### src/hw/rtl/round_robin_slice_scheduler_defines.svh
// Assertion macros for the round-robin slice scheduler.
// Uses clk_i and rst_ni of the module that expands them.
`ifndef ROUND_ROBIN_SLICE_SCHEDULER_DEFINES_SVH
`define ROUND_ROBIN_SLICE_SCHEDULER_DEFINES_SVH
`ifndef SYNTH
`define RRSS_ASSERT(lbl, cond, msg) \
  lbl: assert property (@(posedge clk_i) disable iff (!rst_ni) (cond)) else $error(msg);
`define RRSS_ASSERT_NEXT(lbl, ante, cons, msg) \
  lbl: assert property (@(posedge clk_i) disable iff (!rst_ni) (ante) |=> (cons)) \
    else $error(msg);
`else
`define RRSS_ASSERT(lbl, cond, msg)
`define RRSS_ASSERT_NEXT(lbl, ante, cons, msg)
`endif
`endif

### src/hw/rtl/rrss_pkg.sv
// Shared widths, codes and controller/datapath types of the slice scheduler.
// No dependencies.
package rrss_pkg;

  localparam int unsigned MAX_PROCS_DEF = 16;
  localparam int unsigned DUR_BITS_DEF  = 16;

  localparam int unsigned FUNC_W = 2;
  localparam int unsigned IN_W   = 16;
  localparam int unsigned TQ_W   = 16;
  localparam int unsigned TIME_W = 21;
  localparam int unsigned SUM_W  = 25;
  localparam int unsigned PNUM_W = 5;
  localparam int unsigned STAT_W = 2;

  localparam logic [FUNC_W-1:0] FN_CLEAR = 2'd0;
  localparam logic [FUNC_W-1:0] FN_LOAD  = 2'd1;
  localparam logic [FUNC_W-1:0] FN_SCHED = 2'd2;

  localparam logic [STAT_W-1:0] ST_ACCEPT = 2'd0;
  localparam logic [STAT_W-1:0] ST_FULL   = 2'd1;
  localparam logic [STAT_W-1:0] ST_GRANT  = 2'd2;
  localparam logic [STAT_W-1:0] ST_NONE   = 2'd3;

  typedef enum logic [1:0] {
    SCAN_MIN,
    SCAN_NEXT,
    SCAN_ARR,
    SCAN_ARR_SKIP
  } scan_kind_e;

  typedef struct packed {
    logic       clear;
    logic       load;
    logic       res_full;
    logic       res_none;
    logic       res_bad;
    logic       scan_init;
    logic       issue;
    scan_kind_e kind;
    logic       set_min;
    logic       jump;
    logic       take;
    logic       run;
    logic       fin;
    logic       wt;
    logic       sum;
    logic       out_load;
  } rrss_cmd_t;

  typedef struct packed {
    logic run_started;
    logic ring_empty;
    logic table_full;
    logic ev_busy;
    logic found;
    logic out_free;
  } rrss_sts_t;

  typedef struct packed {
    logic [STAT_W-1:0] status;
    logic [PNUM_W-1:0] proc_number;
    logic [TIME_W-1:0] slice_start;
    logic [TIME_W-1:0] slice_end;
    logic              proc_finished;
    logic [TIME_W-1:0] first_start;
    logic [TIME_W-1:0] waiting_time;
    logic [TIME_W-1:0] turnaround_time;
    logic [SUM_W-1:0]  total_waiting;
    logic [SUM_W-1:0]  total_turnaround;
  } rrss_res_t;

endpackage

### src/hw/rtl/rrss_ifs.sv
// Request, response and configuration channels of the slice scheduler.
// Depends on rrss_pkg for field widths.
interface rrss_req_if;
  logic                        valid;
  logic                        ready;
  logic [rrss_pkg::FUNC_W-1:0] func;
  logic [rrss_pkg::IN_W-1:0]   arrival_time;
  logic [rrss_pkg::IN_W-1:0]   burst_time;
  modport source (output valid, func, arrival_time, burst_time, input ready);
  modport sink (input valid, func, arrival_time, burst_time, output ready);
endinterface

interface rrss_rsp_if;
  logic                        valid;
  logic                        ready;
  logic [rrss_pkg::STAT_W-1:0] status;
  logic [rrss_pkg::PNUM_W-1:0] proc_number;
  logic [rrss_pkg::TIME_W-1:0] slice_start;
  logic [rrss_pkg::TIME_W-1:0] slice_end;
  logic                        proc_finished;
  logic [rrss_pkg::TIME_W-1:0] first_start;
  logic [rrss_pkg::TIME_W-1:0] waiting_time;
  logic [rrss_pkg::TIME_W-1:0] turnaround_time;
  logic [rrss_pkg::SUM_W-1:0]  total_waiting;
  logic [rrss_pkg::SUM_W-1:0]  total_turnaround;
  modport source (output valid, status, proc_number, slice_start, slice_end, proc_finished,
                  first_start, waiting_time, turnaround_time, total_waiting,
                  total_turnaround, input ready);
  modport sink (input valid, status, proc_number, slice_start, slice_end, proc_finished,
                first_start, waiting_time, turnaround_time, total_waiting,
                total_turnaround, output ready);
endinterface

interface rrss_cfg_if;
  logic                      valid;
  logic                      ready;
  logic [rrss_pkg::TQ_W-1:0] data;
  modport source (output valid, data, input ready);
  modport sink (input valid, data, output ready);
endinterface

### src/hw/rtl/rrss_datapath.sv
// Datapath: process tables, ready ring, time and sums, result and output registers.
// Depends on rrss_pkg and the assertion macros header.
`include "round_robin_slice_scheduler_defines.svh"
module rrss_datapath #(
  parameter int unsigned MAX_PROCS     = rrss_pkg::MAX_PROCS_DEF,
  parameter int unsigned DURATION_BITS = rrss_pkg::DUR_BITS_DEF
) (
  input  logic                              clk_i,
  input  logic                              rst_ni,
  input  rrss_pkg::rrss_cmd_t               cmd_i,
  input  logic [$clog2(MAX_PROCS)-1:0]      scan_addr_i,
  input  logic [rrss_pkg::IN_W-1:0]         arrival_i,
  input  logic [rrss_pkg::IN_W-1:0]         burst_i,
  input  logic                              cfg_valid_i,
  input  logic [rrss_pkg::TQ_W-1:0]         cfg_data_i,
  output rrss_pkg::rrss_sts_t               sts_o,
  output logic [$clog2(MAX_PROCS+1)-1:0]    loaded_o,
  output logic                              rsp_valid_o,
  input  logic                              rsp_ready_i,
  output rrss_pkg::rrss_res_t               rsp_data_o
);
  import rrss_pkg::*;

  localparam int unsigned IW   = $clog2(MAX_PROCS);
  localparam int unsigned CW   = $clog2(MAX_PROCS + 1);
  localparam int unsigned DW   = DURATION_BITS;
  localparam int unsigned CMPW = (DW > TIME_W) ? DW : TIME_W;
  localparam int unsigned RUNW = (DW > TQ_W) ? DW : TQ_W;

  logic [DW-1:0]     arr_mem [MAX_PROCS];
  logic [DW-1:0]     bur_mem [MAX_PROCS];
  logic [DW-1:0]     rem_mem [MAX_PROCS];
  logic [TIME_W-1:0] frs_mem [MAX_PROCS];
  logic [IW-1:0]     ring_mem [MAX_PROCS];

  logic [DW-1:0]     arr_rd_q, bur_rd_q, rem_rd_q;
  logic [TIME_W-1:0] frs_rd_q;
  logic [IW-1:0]     ring_rd_q;

  logic [TQ_W-1:0]      tq_q;
  logic [CW-1:0]        loaded_q, ring_cnt_q;
  logic [IW-1:0]        head_q, tail_q;
  logic [MAX_PROCS-1:0] queued_q, has_run_q;
  logic [TIME_W-1:0]    cur_q;
  logic                 started_q;
  logic [SUM_W-1:0]     wsum_q, tsum_q;
  logic                 ev_vld_q;
  logic [IW-1:0]        ev_idx_q;
  scan_kind_e           ev_kind_q;
  logic                 found_q;
  logic [DW-1:0]        min_q;
  logic [IW-1:0]        idx_q;
  logic [TIME_W-1:0]    start_q, fs_q;
  logic                 rem_left_q;
  logic [DW-1:0]        arr_q, bur_q;
  rrss_res_t            res_q, res_d, out_q;
  logic                 out_vld_q;

  logic [IW-1:0]     rd_addr, ld_idx, push_idx, head_nxt, tail_nxt;
  logic              take_min, ev_take, ev_hit, ring_room, scan_push, fin_push, push;
  logic [TQ_W-1:0]   quantum;
  logic [RUNW-1:0]   run_len;
  logic [DW-1:0]     rem_new;
  logic [TIME_W-1:0] cur_run, tat;
  logic [SUM_W-1:0]  wsum_nxt, tsum_nxt;
  logic [IW:0]       idx_num;
  logic [CW:0]       ld_num;

  assign rd_addr  = cmd_i.issue ? scan_addr_i : idx_q;
  assign ld_idx   = loaded_q[IW-1:0];
  assign head_nxt = (head_q == IW'(MAX_PROCS - 1)) ? '0 : head_q + 1'b1;
  assign tail_nxt = (tail_q == IW'(MAX_PROCS - 1)) ? '0 : tail_q + 1'b1;

  // scan evaluation, one entry per cycle behind the read address
  assign take_min = !found_q || (arr_rd_q < min_q);
  assign ev_hit   = !queued_q[ev_idx_q] && (rem_rd_q != '0) &&
                    (CMPW'(arr_rd_q) <= CMPW'(cur_q)) &&
                    !((ev_kind_q == SCAN_ARR_SKIP) && (ev_idx_q == idx_q));
  always_comb begin
    unique case (ev_kind_q)
      SCAN_MIN:  ev_take = take_min;
      SCAN_NEXT: ev_take = take_min && (rem_rd_q != '0);
      default:   ev_take = 1'b0;
    endcase
  end

  assign ring_room = (ring_cnt_q != CW'(MAX_PROCS));
  assign scan_push = ev_vld_q && ((ev_kind_q == SCAN_ARR) || (ev_kind_q == SCAN_ARR_SKIP)) &&
                     ev_hit && ring_room;
  assign fin_push  = cmd_i.fin && rem_left_q && ring_room;
  assign push      = scan_push || fin_push;
  assign push_idx  = cmd_i.fin ? idx_q : ev_idx_q;

  assign quantum  = (tq_q == '0) ? TQ_W'(1) : tq_q;
  assign run_len  = (RUNW'(rem_rd_q) < RUNW'(quantum)) ? RUNW'(rem_rd_q) : RUNW'(quantum);
  assign rem_new  = rem_rd_q - DW'(run_len);
  assign cur_run  = cur_q + TIME_W'(run_len);
  assign tat      = cur_q - TIME_W'(arr_q);
  assign wsum_nxt = res_q.proc_finished ? wsum_q + SUM_W'(res_q.waiting_time) : wsum_q;
  assign tsum_nxt = res_q.proc_finished ? tsum_q + SUM_W'(res_q.turnaround_time) : tsum_q;
  assign idx_num  = {1'b0, idx_q} + 1'b1;
  assign ld_num   = {1'b0, loaded_q} + 1'b1;

  always_ff @(posedge clk_i) begin
    if (cmd_i.load) begin
      arr_mem[ld_idx] <= DW'(arrival_i);
      bur_mem[ld_idx] <= DW'(burst_i);
    end
    if (cmd_i.load) begin
      rem_mem[ld_idx] <= DW'(burst_i);
    end else if (cmd_i.run) begin
      rem_mem[idx_q] <= rem_new;
    end
    if (cmd_i.run && !has_run_q[idx_q]) begin
      frs_mem[idx_q] <= cur_q;
    end
    if (push) begin
      ring_mem[tail_q] <= push_idx;
    end
    arr_rd_q  <= arr_mem[rd_addr];
    bur_rd_q  <= bur_mem[rd_addr];
    rem_rd_q  <= rem_mem[rd_addr];
    frs_rd_q  <= frs_mem[rd_addr];
    ring_rd_q <= ring_mem[head_q];
  end

  always_ff @(posedge clk_i or negedge rst_ni) begin
    if (!rst_ni) begin
      tq_q       <= TQ_W'(1);
      loaded_q   <= '0;
      ring_cnt_q <= '0;
      head_q     <= '0;
      tail_q     <= '0;
      queued_q   <= '0;
      has_run_q  <= '0;
      cur_q      <= '0;
      started_q  <= 1'b0;
      wsum_q     <= '0;
      tsum_q     <= '0;
      ev_vld_q   <= 1'b0;
      ev_idx_q   <= '0;
      ev_kind_q  <= SCAN_MIN;
      found_q    <= 1'b0;
      out_vld_q  <= 1'b0;
    end else begin
      if (cfg_valid_i) begin
        tq_q <= cfg_data_i;
      end
      ev_vld_q <= cmd_i.issue;
      if (cmd_i.issue) begin
        ev_idx_q  <= scan_addr_i;
        ev_kind_q <= cmd_i.kind;
      end
      if (cmd_i.scan_init) begin
        found_q <= 1'b0;
      end else if (ev_vld_q && ev_take) begin
        found_q <= 1'b1;
      end
      if (cmd_i.out_load) begin
        out_vld_q <= 1'b1;
      end else if (rsp_ready_i) begin
        out_vld_q <= 1'b0;
      end
      if (cmd_i.clear) begin
        loaded_q   <= '0;
        ring_cnt_q <= '0;
        head_q     <= '0;
        tail_q     <= '0;
        queued_q   <= '0;
        has_run_q  <= '0;
        cur_q      <= '0;
        started_q  <= 1'b0;
        wsum_q     <= '0;
        tsum_q     <= '0;
      end else begin
        if (cmd_i.load) begin
          loaded_q          <= loaded_q + 1'b1;
          queued_q[ld_idx]  <= 1'b0;
          has_run_q[ld_idx] <= 1'b0;
        end
        if (push) begin
          tail_q             <= tail_nxt;
          ring_cnt_q         <= ring_cnt_q + 1'b1;
          queued_q[push_idx] <= 1'b1;
        end else if (cmd_i.take) begin
          head_q              <= head_nxt;
          ring_cnt_q          <= ring_cnt_q - 1'b1;
          queued_q[ring_rd_q] <= 1'b0;
        end
        if (cmd_i.set_min) begin
          cur_q     <= TIME_W'(min_q);
          started_q <= 1'b1;
        end else if (cmd_i.jump) begin
          if (CMPW'(cur_q) < CMPW'(min_q)) begin
            cur_q <= TIME_W'(min_q);
          end
        end else if (cmd_i.run) begin
          cur_q            <= cur_run;
          has_run_q[idx_q] <= 1'b1;
        end
        if (cmd_i.sum) begin
          wsum_q <= wsum_nxt;
          tsum_q <= tsum_nxt;
        end
      end
    end
  end

  always_comb begin
    res_d = res_q;
    priority if (cmd_i.clear || cmd_i.res_bad || cmd_i.res_full) begin
      res_d        = '0;
      res_d.status = cmd_i.clear ? ST_ACCEPT : (cmd_i.res_full ? ST_FULL : ST_NONE);
    end else if (cmd_i.load) begin
      res_d             = '0;
      res_d.status      = ST_ACCEPT;
      res_d.proc_number = PNUM_W'(ld_num);
    end else if (cmd_i.res_none) begin
      res_d                  = '0;
      res_d.status           = ST_NONE;
      res_d.total_waiting    = wsum_q;
      res_d.total_turnaround = tsum_q;
    end else if (cmd_i.fin) begin
      res_d               = '0;
      res_d.status        = ST_GRANT;
      res_d.proc_number   = PNUM_W'(idx_num);
      res_d.slice_start   = start_q;
      res_d.slice_end     = cur_q;
      res_d.proc_finished = !rem_left_q;
      if (!rem_left_q) begin
        res_d.first_start     = fs_q;
        res_d.turnaround_time = tat;
      end
    end else if (cmd_i.wt) begin
      if (res_q.proc_finished) begin
        res_d.waiting_time = res_q.turnaround_time - TIME_W'(bur_q);
      end
    end else if (cmd_i.sum) begin
      res_d.total_waiting    = wsum_nxt;
      res_d.total_turnaround = tsum_nxt;
    end else begin
      res_d = res_q;
    end
  end

  always_ff @(posedge clk_i) begin
    if (ev_vld_q && ev_take) begin
      min_q <= arr_rd_q;
    end
    if (cmd_i.take) begin
      idx_q <= ring_rd_q;
    end
    if (cmd_i.run) begin
      start_q    <= cur_q;
      arr_q      <= arr_rd_q;
      bur_q      <= bur_rd_q;
      rem_left_q <= (rem_new != '0);
      fs_q       <= has_run_q[idx_q] ? frs_rd_q : cur_q;
    end
    if (cmd_i.out_load) begin
      out_q <= res_q;
    end
    res_q <= res_d;
  end

  assign sts_o.run_started = started_q;
  assign sts_o.ring_empty  = (ring_cnt_q == '0);
  assign sts_o.table_full  = (loaded_q == CW'(MAX_PROCS));
  assign sts_o.ev_busy     = ev_vld_q;
  assign sts_o.found       = found_q;
  assign sts_o.out_free    = !out_vld_q || rsp_ready_i;
  assign loaded_o          = loaded_q;
  assign rsp_valid_o       = out_vld_q;
  assign rsp_data_o        = out_q;

  `RRSS_ASSERT(a_ring_cap, ring_cnt_q <= CW'(MAX_PROCS), "ready ring count above capacity")
  `RRSS_ASSERT(a_take_nonempty, !cmd_i.take || (ring_cnt_q != '0), "pop from empty ring")
  `RRSS_ASSERT_NEXT(a_run_marks, cmd_i.run, has_run_q[idx_q], "run did not mark process")

endmodule

### src/hw/rtl/rrss_ctrl.sv
// Controller: request decode and slice sequencing (scans, pop, run, finish).
// Depends on rrss_pkg.
module rrss_ctrl #(
  parameter int unsigned MAX_PROCS = rrss_pkg::MAX_PROCS_DEF
) (
  input  logic                             clk_i,
  input  logic                             rst_ni,
  input  logic                             req_valid_i,
  input  logic [rrss_pkg::FUNC_W-1:0]      req_func_i,
  output logic                             req_ready_o,
  input  rrss_pkg::rrss_sts_t              sts_i,
  input  logic [$clog2(MAX_PROCS+1)-1:0]   loaded_i,
  output rrss_pkg::rrss_cmd_t              cmd_o,
  output logic [$clog2(MAX_PROCS)-1:0]     scan_addr_o
);
  import rrss_pkg::*;

  localparam int unsigned IW = $clog2(MAX_PROCS);
  localparam int unsigned CW = $clog2(MAX_PROCS + 1);

  localparam logic [3:0] S_IDLE = 4'd0;
  localparam logic [3:0] S_MIN  = 4'd1;
  localparam logic [3:0] S_ARR0 = 4'd2;
  localparam logic [3:0] S_CHK  = 4'd3;
  localparam logic [3:0] S_NEXT = 4'd4;
  localparam logic [3:0] S_ARR1 = 4'd5;
  localparam logic [3:0] S_POP  = 4'd6;
  localparam logic [3:0] S_TAKE = 4'd7;
  localparam logic [3:0] S_RD   = 4'd8;
  localparam logic [3:0] S_RUN  = 4'd9;
  localparam logic [3:0] S_ARR2 = 4'd10;
  localparam logic [3:0] S_FIN  = 4'd11;
  localparam logic [3:0] S_WT   = 4'd12;
  localparam logic [3:0] S_SUM  = 4'd13;
  localparam logic [3:0] S_OUT  = 4'd14;

  logic [3:0]    state_q, state_d;
  logic [CW-1:0] scan_q, scan_d;
  logic          accept, scan_more, scan_done;

  assign accept      = req_valid_i && req_ready_o;
  assign req_ready_o = (state_q == S_IDLE);
  assign scan_more   = (scan_q != loaded_i);
  assign scan_done   = !scan_more && !sts_i.ev_busy;
  assign scan_addr_o = scan_q[IW-1:0];

  always_comb begin
    state_d = state_q;
    scan_d  = '0;
    cmd_o   = '0;
    // walk the table one entry per cycle in the scan states
    if ((state_q == S_MIN) || (state_q == S_NEXT) || (state_q == S_ARR0) ||
        (state_q == S_ARR1) || (state_q == S_ARR2)) begin
      cmd_o.issue = scan_more;
      scan_d      = scan_more ? scan_q + 1'b1 : scan_q;
    end
    unique case (state_q)
      S_IDLE: begin
        if (accept) begin
          unique case (req_func_i)
            FN_CLEAR: begin
              cmd_o.clear = 1'b1;
              state_d     = S_OUT;
            end
            FN_LOAD: begin
              cmd_o.load     = !sts_i.table_full;
              cmd_o.res_full = sts_i.table_full;
              state_d        = S_OUT;
            end
            FN_SCHED: begin
              if (!sts_i.run_started && (loaded_i != '0)) begin
                cmd_o.scan_init = 1'b1;
                state_d         = S_MIN;
              end else begin
                state_d = S_CHK;
              end
            end
            default: begin
              cmd_o.res_bad = 1'b1;
              state_d       = S_OUT;
            end
          endcase
        end
      end
      S_MIN: begin
        cmd_o.kind = SCAN_MIN;
        if (scan_done) begin
          cmd_o.set_min = 1'b1;
          scan_d        = '0;
          state_d       = S_ARR0;
        end
      end
      S_ARR0: begin
        cmd_o.kind = SCAN_ARR;
        if (scan_done) begin
          scan_d  = '0;
          state_d = S_CHK;
        end
      end
      S_CHK: begin
        if (sts_i.ring_empty) begin
          cmd_o.scan_init = 1'b1;
          state_d         = S_NEXT;
        end else begin
          state_d = S_POP;
        end
      end
      S_NEXT: begin
        cmd_o.kind = SCAN_NEXT;
        if (scan_done) begin
          scan_d = '0;
          if (sts_i.found) begin
            cmd_o.jump = 1'b1;
            state_d    = S_ARR1;
          end else begin
            cmd_o.res_none = 1'b1;
            state_d        = S_OUT;
          end
        end
      end
      S_ARR1: begin
        cmd_o.kind = SCAN_ARR;
        if (scan_done) begin
          scan_d = '0;
          if (sts_i.ring_empty) begin
            cmd_o.res_none = 1'b1;
            state_d        = S_OUT;
          end else begin
            state_d = S_POP;
          end
        end
      end
      S_POP: state_d = S_TAKE;
      S_TAKE: begin
        cmd_o.take = 1'b1;
        state_d    = S_RD;
      end
      S_RD: state_d = S_RUN;
      S_RUN: begin
        cmd_o.run = 1'b1;
        state_d   = S_ARR2;
      end
      S_ARR2: begin
        cmd_o.kind = SCAN_ARR_SKIP;
        if (scan_done) begin
          scan_d  = '0;
          state_d = S_FIN;
        end
      end
      S_FIN: begin
        cmd_o.fin = 1'b1;
        state_d   = S_WT;
      end
      S_WT: begin
        cmd_o.wt = 1'b1;
        state_d  = S_SUM;
      end
      S_SUM: begin
        cmd_o.sum = 1'b1;
        state_d   = S_OUT;
      end
      S_OUT: begin
        // hold until the output register frees up
        if (sts_i.out_free) begin
          cmd_o.out_load = 1'b1;
          state_d        = S_IDLE;
        end
      end
      default: state_d = S_IDLE;
    endcase
  end

  always_ff @(posedge clk_i or negedge rst_ni) begin
    if (!rst_ni) begin
      state_q <= S_IDLE;
      scan_q  <= '0;
    end else begin
      state_q <= state_d;
      scan_q  <= scan_d;
    end
  end

endmodule

### src/hw/rtl/round_robin_slice_scheduler.sv
// Round-robin slice scheduler: top level, controller plus datapath.
// Depends on rrss_pkg, rrss_ifs, rrss_ctrl and rrss_datapath.
//
// Usage: every request on req_i returns exactly one response on rsp_o.
// func CLEAR empties the process table, LOAD appends one process (arrival,
// burst), SCHED grants one round-robin slice and reports its timing and the
// running sums, on completion also the process statistics, or reports none.
// cfg_i writes the time quantum; the user writes it only while the block is
// idle, which the block itself does not enforce. It is always ready. Reset sets
// the quantum to 1 and empties the table; the tables need no clearing pass.
// Walks: SCHED walks the loaded table through the single read port of the
// process tables. With work in the ring it walks once after the run. The
// first SCHED, or one that finds the ring empty, adds two walks. A first
// SCHED whose earliest process has zero burst walks five times. A SCHED
// with nothing left to run answers after one walk. CLEAR, LOAD and invalid
// codes go straight to the output step. One request is in work at a time.
// The response sits in an output register: a stalled receiver holds it, and
// the block still accepts and works on the next request meanwhile, waiting
// only to hand over its own response.
module round_robin_slice_scheduler #(
  parameter int unsigned MAX_PROCS     = rrss_pkg::MAX_PROCS_DEF,
  parameter int unsigned DURATION_BITS = rrss_pkg::DUR_BITS_DEF
) (
  input logic        clk_i,
  input logic        rst_ni,
  rrss_req_if.sink   req_i,
  rrss_rsp_if.source rsp_o,
  rrss_cfg_if.sink   cfg_i
);
  import rrss_pkg::*;

  rrss_cmd_t                      cmd;
  rrss_sts_t                      sts;
  rrss_res_t                      rsp_data;
  logic [$clog2(MAX_PROCS)-1:0]   scan_addr;
  logic [$clog2(MAX_PROCS+1)-1:0] loaded;

  assign cfg_i.ready = 1'b1;

  rrss_ctrl #(
    .MAX_PROCS(MAX_PROCS)
  ) u_ctrl (
    .clk_i      (clk_i),
    .rst_ni     (rst_ni),
    .req_valid_i(req_i.valid),
    .req_func_i (req_i.func),
    .req_ready_o(req_i.ready),
    .sts_i      (sts),
    .loaded_i   (loaded),
    .cmd_o      (cmd),
    .scan_addr_o(scan_addr)
  );

  rrss_datapath #(
    .MAX_PROCS    (MAX_PROCS),
    .DURATION_BITS(DURATION_BITS)
  ) u_datapath (
    .clk_i      (clk_i),
    .rst_ni     (rst_ni),
    .cmd_i      (cmd),
    .scan_addr_i(scan_addr),
    .arrival_i  (req_i.arrival_time),
    .burst_i    (req_i.burst_time),
    .cfg_valid_i(cfg_i.valid),
    .cfg_data_i (cfg_i.data),
    .sts_o      (sts),
    .loaded_o   (loaded),
    .rsp_valid_o(rsp_o.valid),
    .rsp_ready_i(rsp_o.ready),
    .rsp_data_o (rsp_data)
  );

  assign rsp_o.status           = rsp_data.status;
  assign rsp_o.proc_number      = rsp_data.proc_number;
  assign rsp_o.slice_start      = rsp_data.slice_start;
  assign rsp_o.slice_end        = rsp_data.slice_end;
  assign rsp_o.proc_finished    = rsp_data.proc_finished;
  assign rsp_o.first_start      = rsp_data.first_start;
  assign rsp_o.waiting_time     = rsp_data.waiting_time;
  assign rsp_o.turnaround_time  = rsp_data.turnaround_time;
  assign rsp_o.total_waiting    = rsp_data.total_waiting;
  assign rsp_o.total_turnaround = rsp_data.total_turnaround;

endmodule

### src/flat_wrapper.sv
// flat-port wrapper written by rule: the top's interface ports become plain ports
module round_robin_slice_scheduler_flat import rrss_pkg::*;
#(
  parameter int unsigned MAX_PROCS     = rrss_pkg::MAX_PROCS_DEF,
  parameter int unsigned DURATION_BITS = rrss_pkg::DUR_BITS_DEF
)
  (clk_i, rst_ni, req_i_valid, req_i_func, req_i_arrival_time, req_i_burst_time, req_i_ready, rsp_o_valid, rsp_o_status, rsp_o_proc_number, rsp_o_slice_start, rsp_o_slice_end, rsp_o_proc_finished, rsp_o_first_start, rsp_o_waiting_time, rsp_o_turnaround_time, rsp_o_total_waiting, rsp_o_total_turnaround, rsp_o_ready, cfg_i_valid, cfg_i_data, cfg_i_ready);
  rrss_req_if req_i_i ();
  rrss_rsp_if rsp_o_i ();
  rrss_cfg_if cfg_i_i ();
  input logic clk_i;
  input logic rst_ni;
  input wire logic [$bits(req_i_i.valid)-1:0] req_i_valid;
  input wire logic [$bits(req_i_i.func)-1:0] req_i_func;
  input wire logic [$bits(req_i_i.arrival_time)-1:0] req_i_arrival_time;
  input wire logic [$bits(req_i_i.burst_time)-1:0] req_i_burst_time;
  output wire logic [$bits(req_i_i.ready)-1:0] req_i_ready;
  output wire logic [$bits(rsp_o_i.valid)-1:0] rsp_o_valid;
  output wire logic [$bits(rsp_o_i.status)-1:0] rsp_o_status;
  output wire logic [$bits(rsp_o_i.proc_number)-1:0] rsp_o_proc_number;
  output wire logic [$bits(rsp_o_i.slice_start)-1:0] rsp_o_slice_start;
  output wire logic [$bits(rsp_o_i.slice_end)-1:0] rsp_o_slice_end;
  output wire logic [$bits(rsp_o_i.proc_finished)-1:0] rsp_o_proc_finished;
  output wire logic [$bits(rsp_o_i.first_start)-1:0] rsp_o_first_start;
  output wire logic [$bits(rsp_o_i.waiting_time)-1:0] rsp_o_waiting_time;
  output wire logic [$bits(rsp_o_i.turnaround_time)-1:0] rsp_o_turnaround_time;
  output wire logic [$bits(rsp_o_i.total_waiting)-1:0] rsp_o_total_waiting;
  output wire logic [$bits(rsp_o_i.total_turnaround)-1:0] rsp_o_total_turnaround;
  input wire logic [$bits(rsp_o_i.ready)-1:0] rsp_o_ready;
  input wire logic [$bits(cfg_i_i.valid)-1:0] cfg_i_valid;
  input wire logic [$bits(cfg_i_i.data)-1:0] cfg_i_data;
  output wire logic [$bits(cfg_i_i.ready)-1:0] cfg_i_ready;
  assign req_i_i.valid = req_i_valid;
  assign req_i_i.func = req_i_func;
  assign req_i_i.arrival_time = req_i_arrival_time;
  assign req_i_i.burst_time = req_i_burst_time;
  assign req_i_ready = req_i_i.ready;
  assign rsp_o_valid = rsp_o_i.valid;
  assign rsp_o_status = rsp_o_i.status;
  assign rsp_o_proc_number = rsp_o_i.proc_number;
  assign rsp_o_slice_start = rsp_o_i.slice_start;
  assign rsp_o_slice_end = rsp_o_i.slice_end;
  assign rsp_o_proc_finished = rsp_o_i.proc_finished;
  assign rsp_o_first_start = rsp_o_i.first_start;
  assign rsp_o_waiting_time = rsp_o_i.waiting_time;
  assign rsp_o_turnaround_time = rsp_o_i.turnaround_time;
  assign rsp_o_total_waiting = rsp_o_i.total_waiting;
  assign rsp_o_total_turnaround = rsp_o_i.total_turnaround;
  assign rsp_o_i.ready = rsp_o_ready;
  assign cfg_i_i.valid = cfg_i_valid;
  assign cfg_i_i.data = cfg_i_data;
  assign cfg_i_ready = cfg_i_i.ready;
  round_robin_slice_scheduler #(.MAX_PROCS(MAX_PROCS), .DURATION_BITS(DURATION_BITS)) u_core (.clk_i(clk_i), .rst_ni(rst_ni), .req_i(req_i_i), .rsp_o(rsp_o_i), .cfg_i(cfg_i_i));
endmodule
### config.mk
export PLATFORM = sky130hd
export DESIGN_NAME = round_robin_slice_scheduler_flat
export DESIGN_NICKNAME = d
export VERILOG_FILES = /design/src/hw/rtl/rrss_pkg.sv /design/src/hw/rtl/rrss_ifs.sv /design/src/hw/rtl/rrss_datapath.sv /design/src/hw/rtl/rrss_ctrl.sv /design/src/hw/rtl/round_robin_slice_scheduler.sv /design/src/flat_wrapper.sv
export VERILOG_INCLUDE_DIRS = /design/src /design/src/hw/rtl
export SDC_FILE = /design/constraint.sdc
export NUM_CORES = 2
export LEC_CHECK = 0
export BUFFER_PORTS_ARGS = -buffer_cell sky130_fd_sc_hd__buf_4
export CAP_MARGIN = 5
export CORE_MARGIN = 1.5
export CORE_UTILIZATION = 60
export DETAILED_ROUTE_END_ITERATION = 8
export PLACE_DENSITY_LB_ADDON = 0.1
export SLEW_MARGIN = 10
export SYNTH_ARGS = -nofsm -noshare
export SYNTH_HDL_FRONTEND = slang
export SYNTH_SLANG_ARGS = --single-unit
export TNS_END_PERCENT = 10
### constraint.sdc
create_clock -name clk_i -period 18.57 [get_ports clk_i]
set_input_delay 2.7855 -clock clk_i [delete_from_list [all_inputs] [get_ports clk_i]]
set_output_delay 2.7855 -clock clk_i [all_outputs]
set_load 0.05 [all_outputs]
==> metrics.csv <==
metric;value;unit
synthFlopType;edfxtp_1;
syn_to_final_growth;13.1;%
finalHoldViolations;0;
ys_ff_latch;1818;
worst_pin_slew;1.28;ns
drt_pass1_iterations;6;
post-route-period-util;0.283;
min_period;5.26;ns
cts_tree;yes;
hold_depth;0;
synthArstFlopShare;0.0858;
p_seq_frac;0.399;
cts.path.max_buffers;3;
pwr-share-comb;0.340;
cts_hold_buffers;0;
vias;43100;
whs_endpoint;u_core.u_datapath.bur_q[6]$_DFFE_PP_;
synth_area_leaders;edfxtp_1 58%, mux4_2 8.9%, dfxtp_1 6.3%, dfrtp_1 5.2%, ha_1 3.1%;
reg2reg_to;u_core.u_datapath.rem_mem[9][15]$_DFFE_PP_;
viasPerCell;6.35;
cts_setup_buffers;0;
ir_drop;0.242;mV
yosysSeqAreaShare;0.695;
switching_share;0.347;
worstHoldStart;u_core.u_datapath.bur_rd_q[6]$_DFF_P_;
critPathMaxStageDelay;0.76;ns
status;finished clean;
synth_edf_count;1428;
drc;0;
nets;5254;
syn_area;74000;um2
total_power;13.9;mW
final_util;0.686;
grt_pass1_wl;269;mm
start_util;0.607;
yosysUniqueCellTypes;93;
critical_path_class;reg -> reg;
wl;182;mm
chipWidth;354;um
final_max_slew_viol_count;0;
fin_worst_skew;0.0421;ns
synth_fp_nets;4966;
dpl.hpwl;108;mm
clock_sinks;1818;
drt_iter0_drc;4676;
hold_class;reg -> reg;
wl_per_cell;26.8;um
p_clk_frac;0.262;
path_clk_slew;0.06;ns
grt_pass1_vias;42300;
gp_congestion;0.906;
crit_slowest_cell;o21ai_1;
cp_data_required_time;19.02;ns
setup_violations;0;
core_area;122000;um2
reg2reg_depth;16;
setup_tns;0;ns
grt_usage;0.290;
drive_gt1_frac;0.191;
rsz0062_at_grt;no;
synth_top_area_cell;edfxtp_1;
fmax;190;MHz
start_kind;flop;
p_per_area;166;nW/um2
grt_antenna_before_repair;7;
postRouteAntennaNets;0;
cap_viol_max_count;0;
port_buffers;219;
cts_htree_levels;4;
crit_fanout;32;
rows;128;
grt_remaining_overflow;0;
worst_path_most_repeated_cell;a31oi_1;
cts_root_buffer;clkbuf_16;
netlist_instances;4720;
grt_max_degree;167;
intPower;9.09;mW
cts_buffers;178;
cp_cell_sequence;nor4_1, a41oi_1, a31oi_1, a21oi_1, nor3_2, buf_4, a21o_1, inv_1, ha_1, or4_1, o21a_1, a41o_1, a221o_1, a31oi_1, xnor2_1, o21ai_1;
cts_resized;0;
fillCellCount;8173;
io_pins;221;
synth_top_area_frac;0.579;
die_area;126000;um2
switching_power;4.82;mW
arrival;5.71;ns
die_h;354;um
timing.slew.headroom;0.146;
yosysWarnings;0;
leakagePower;30.3;nW
avgSynthCellArea;15.7;um2
clk_latency;0.81;ns
regToRegStartpoint;u_core.u_datapath.tq_q[4]$_DFFE_PN0P_;
r2r_slack;13.31;ns
crit_path_end_kind;flop;
==> routing by layer <==
layer	vias up	routed length, um	global-route usage
li1	18900	-	-
met1	21800	75200	0.415
met2	1967	85500	0.458
met3	347	15600	0.0535
met4	4	5570	0.0941
met5	-	29	0
==> registers in the layout (all words and copies together) (netlist names), 25 cells and up <==
signal                        count
u_core.u_datapath.arr_mem       256
u_core.u_datapath.bur_mem       256
u_core.u_datapath.frs_mem       336
u_core.u_datapath.rem_mem       256
u_core.u_datapath.res_q         163
u_core.u_datapath.ring_mem       64
u_core.u_datapath.rsp_data_o    163
u_core.u_datapath.tsum_q         25
u_core.u_datapath.wsum_q         25
==> cell usage in the layout (no fill, tap or decap), types with 180 or more instances in the layout <==
cell / synthesis / final
a21oi_1: 202 / 202
a22oi_1: 190 / 190
buf_4: 22 / 324
clkbuf_16: 0 / 180
dfxtp_1: 234 / 234
edfxtp_1: 1428 / 1428
ha_1: 184 / 184
mux4_2: 294 / 294
nand2_1: 442 / 442
o21ai_0: 188 / 188
==> power by group through the flow <==
stage | Sequential (mW) | Combinational, mW | Clock, mW
5_1_grt | 5.57 | 5.15 | 3.83
6_report | 5.54 | 4.73 | 3.64
3_3_place_gp | 5.60 | 4.62 | 0
3_5_place_dp | 5.61 | 4.70 | 0
4_1_cts | 5.53 | 4.73 | 3.68
2_1_floorplan | 5.62 | 3.31 | 0
==> through the flow <==
stage	setup WS, ns	instances	hold slack (ns)	area (um2)
finish	13.31	6789	0.404	83700
global route	12.87	6787	0.429	83700
CTS	13.36	6787	0.404	83700
detailed placement	12.86	6453	0.389	77800
global placement	12.95	6453	0.388	77800
floorplan	7.80	4720	0.386	74000
==> synth_stat cells (25+ instances only) <==
cell type / count
a31oi_1: 26
mux2i_1: 31
a21oi_1: 202
edfxtp_1: 1428
o21ai_0: 188
a22o_1: 29
nor2_1: 202
inv_1: 145
dfxtp_1: 234
nand3_1: 65
a21o_1: 73
dfrtp_1: 155
xor2_1: 48
buf_2: 41
nor3_1: 45
nand2b_1: 25
nand2_1: 442
a211oi_1: 32
a22oi_1: 190
ha_1: 184
clkbuf_1: 131
mux4_2: 294
xnor2_1: 63
==> worst max-delay path by stage <==
stage,cells after the start,slack [ns],to,from
finish,16,13.31,u_core.u_datapath.rem_mem[9][15]$_DFFE_PP_,u_core.u_datapath.tq_q[4]$_DFFE_PN0P_
global route,12,12.87,u_core.u_datapath.frs_rd_q[18]$_DFF_P_,u_core.u_datapath.loaded_o[3]$_DFFE_PN0P_
CTS,12,13.36,u_core.u_datapath.frs_rd_q[18]$_DFF_P_,u_core.u_datapath.loaded_o[3]$_DFFE_PN0P_
detailed placement,9,12.86,u_core.u_datapath.res_q[71]$_SDFFE_PP0P_,req_i_func[0]
global placement,8,12.95,u_core.u_datapath.res_q[161]$_DFFE_PP_,req_i_func[0]
floorplan,2,7.80,u_core.u_datapath.rsp_data_o[0]$_DFFE_PP_,rsp_o_ready
==> worst max-delay path, delay by kind of cell, from the launching register on <==
kind | cells | cell delay, ns
simple gates | 3 | 1.02
buf+inv | 2 | 0.36
compound gates | 9 | 2.74
fa+ha+maj | 1 | 0.24
flops | 1 | 0.38
xor+xnor | 1 | 0.17
==> final cells by class <==
class | instances | area, um2 | share of cell area
Tap cell | 1625 | 2030 | 0.0243
Timing Repair Buffer | 329 | 2520 | 0.0301
Multi-Input combinational cell | 2534 | 21200 | 0.253
Inverter | 147 | 554 | 0.00662
Clock inverter | 84 | 926 | 0.0111
Antenna cell | 2 | 5.00 | 0.0000598
Clock buffer | 250 | 5010 | 0.0598
Sequential cell | 1818 | 51500 | 0.615
==> logic make-up after synthesis <==
group,synth area share
AO/OA/AOI/OAI,0.0828
XOR/XNOR,0.0131
AND/OR/NAND/NOR,0.0594
adder cells (fa/ha/maj),0.0330
flip-flops,0.695
other,0.0000506
buffers and inverters,0.0211
multiplexers,0.0954
Note: power is estimated with default switching activity, not from simulation.
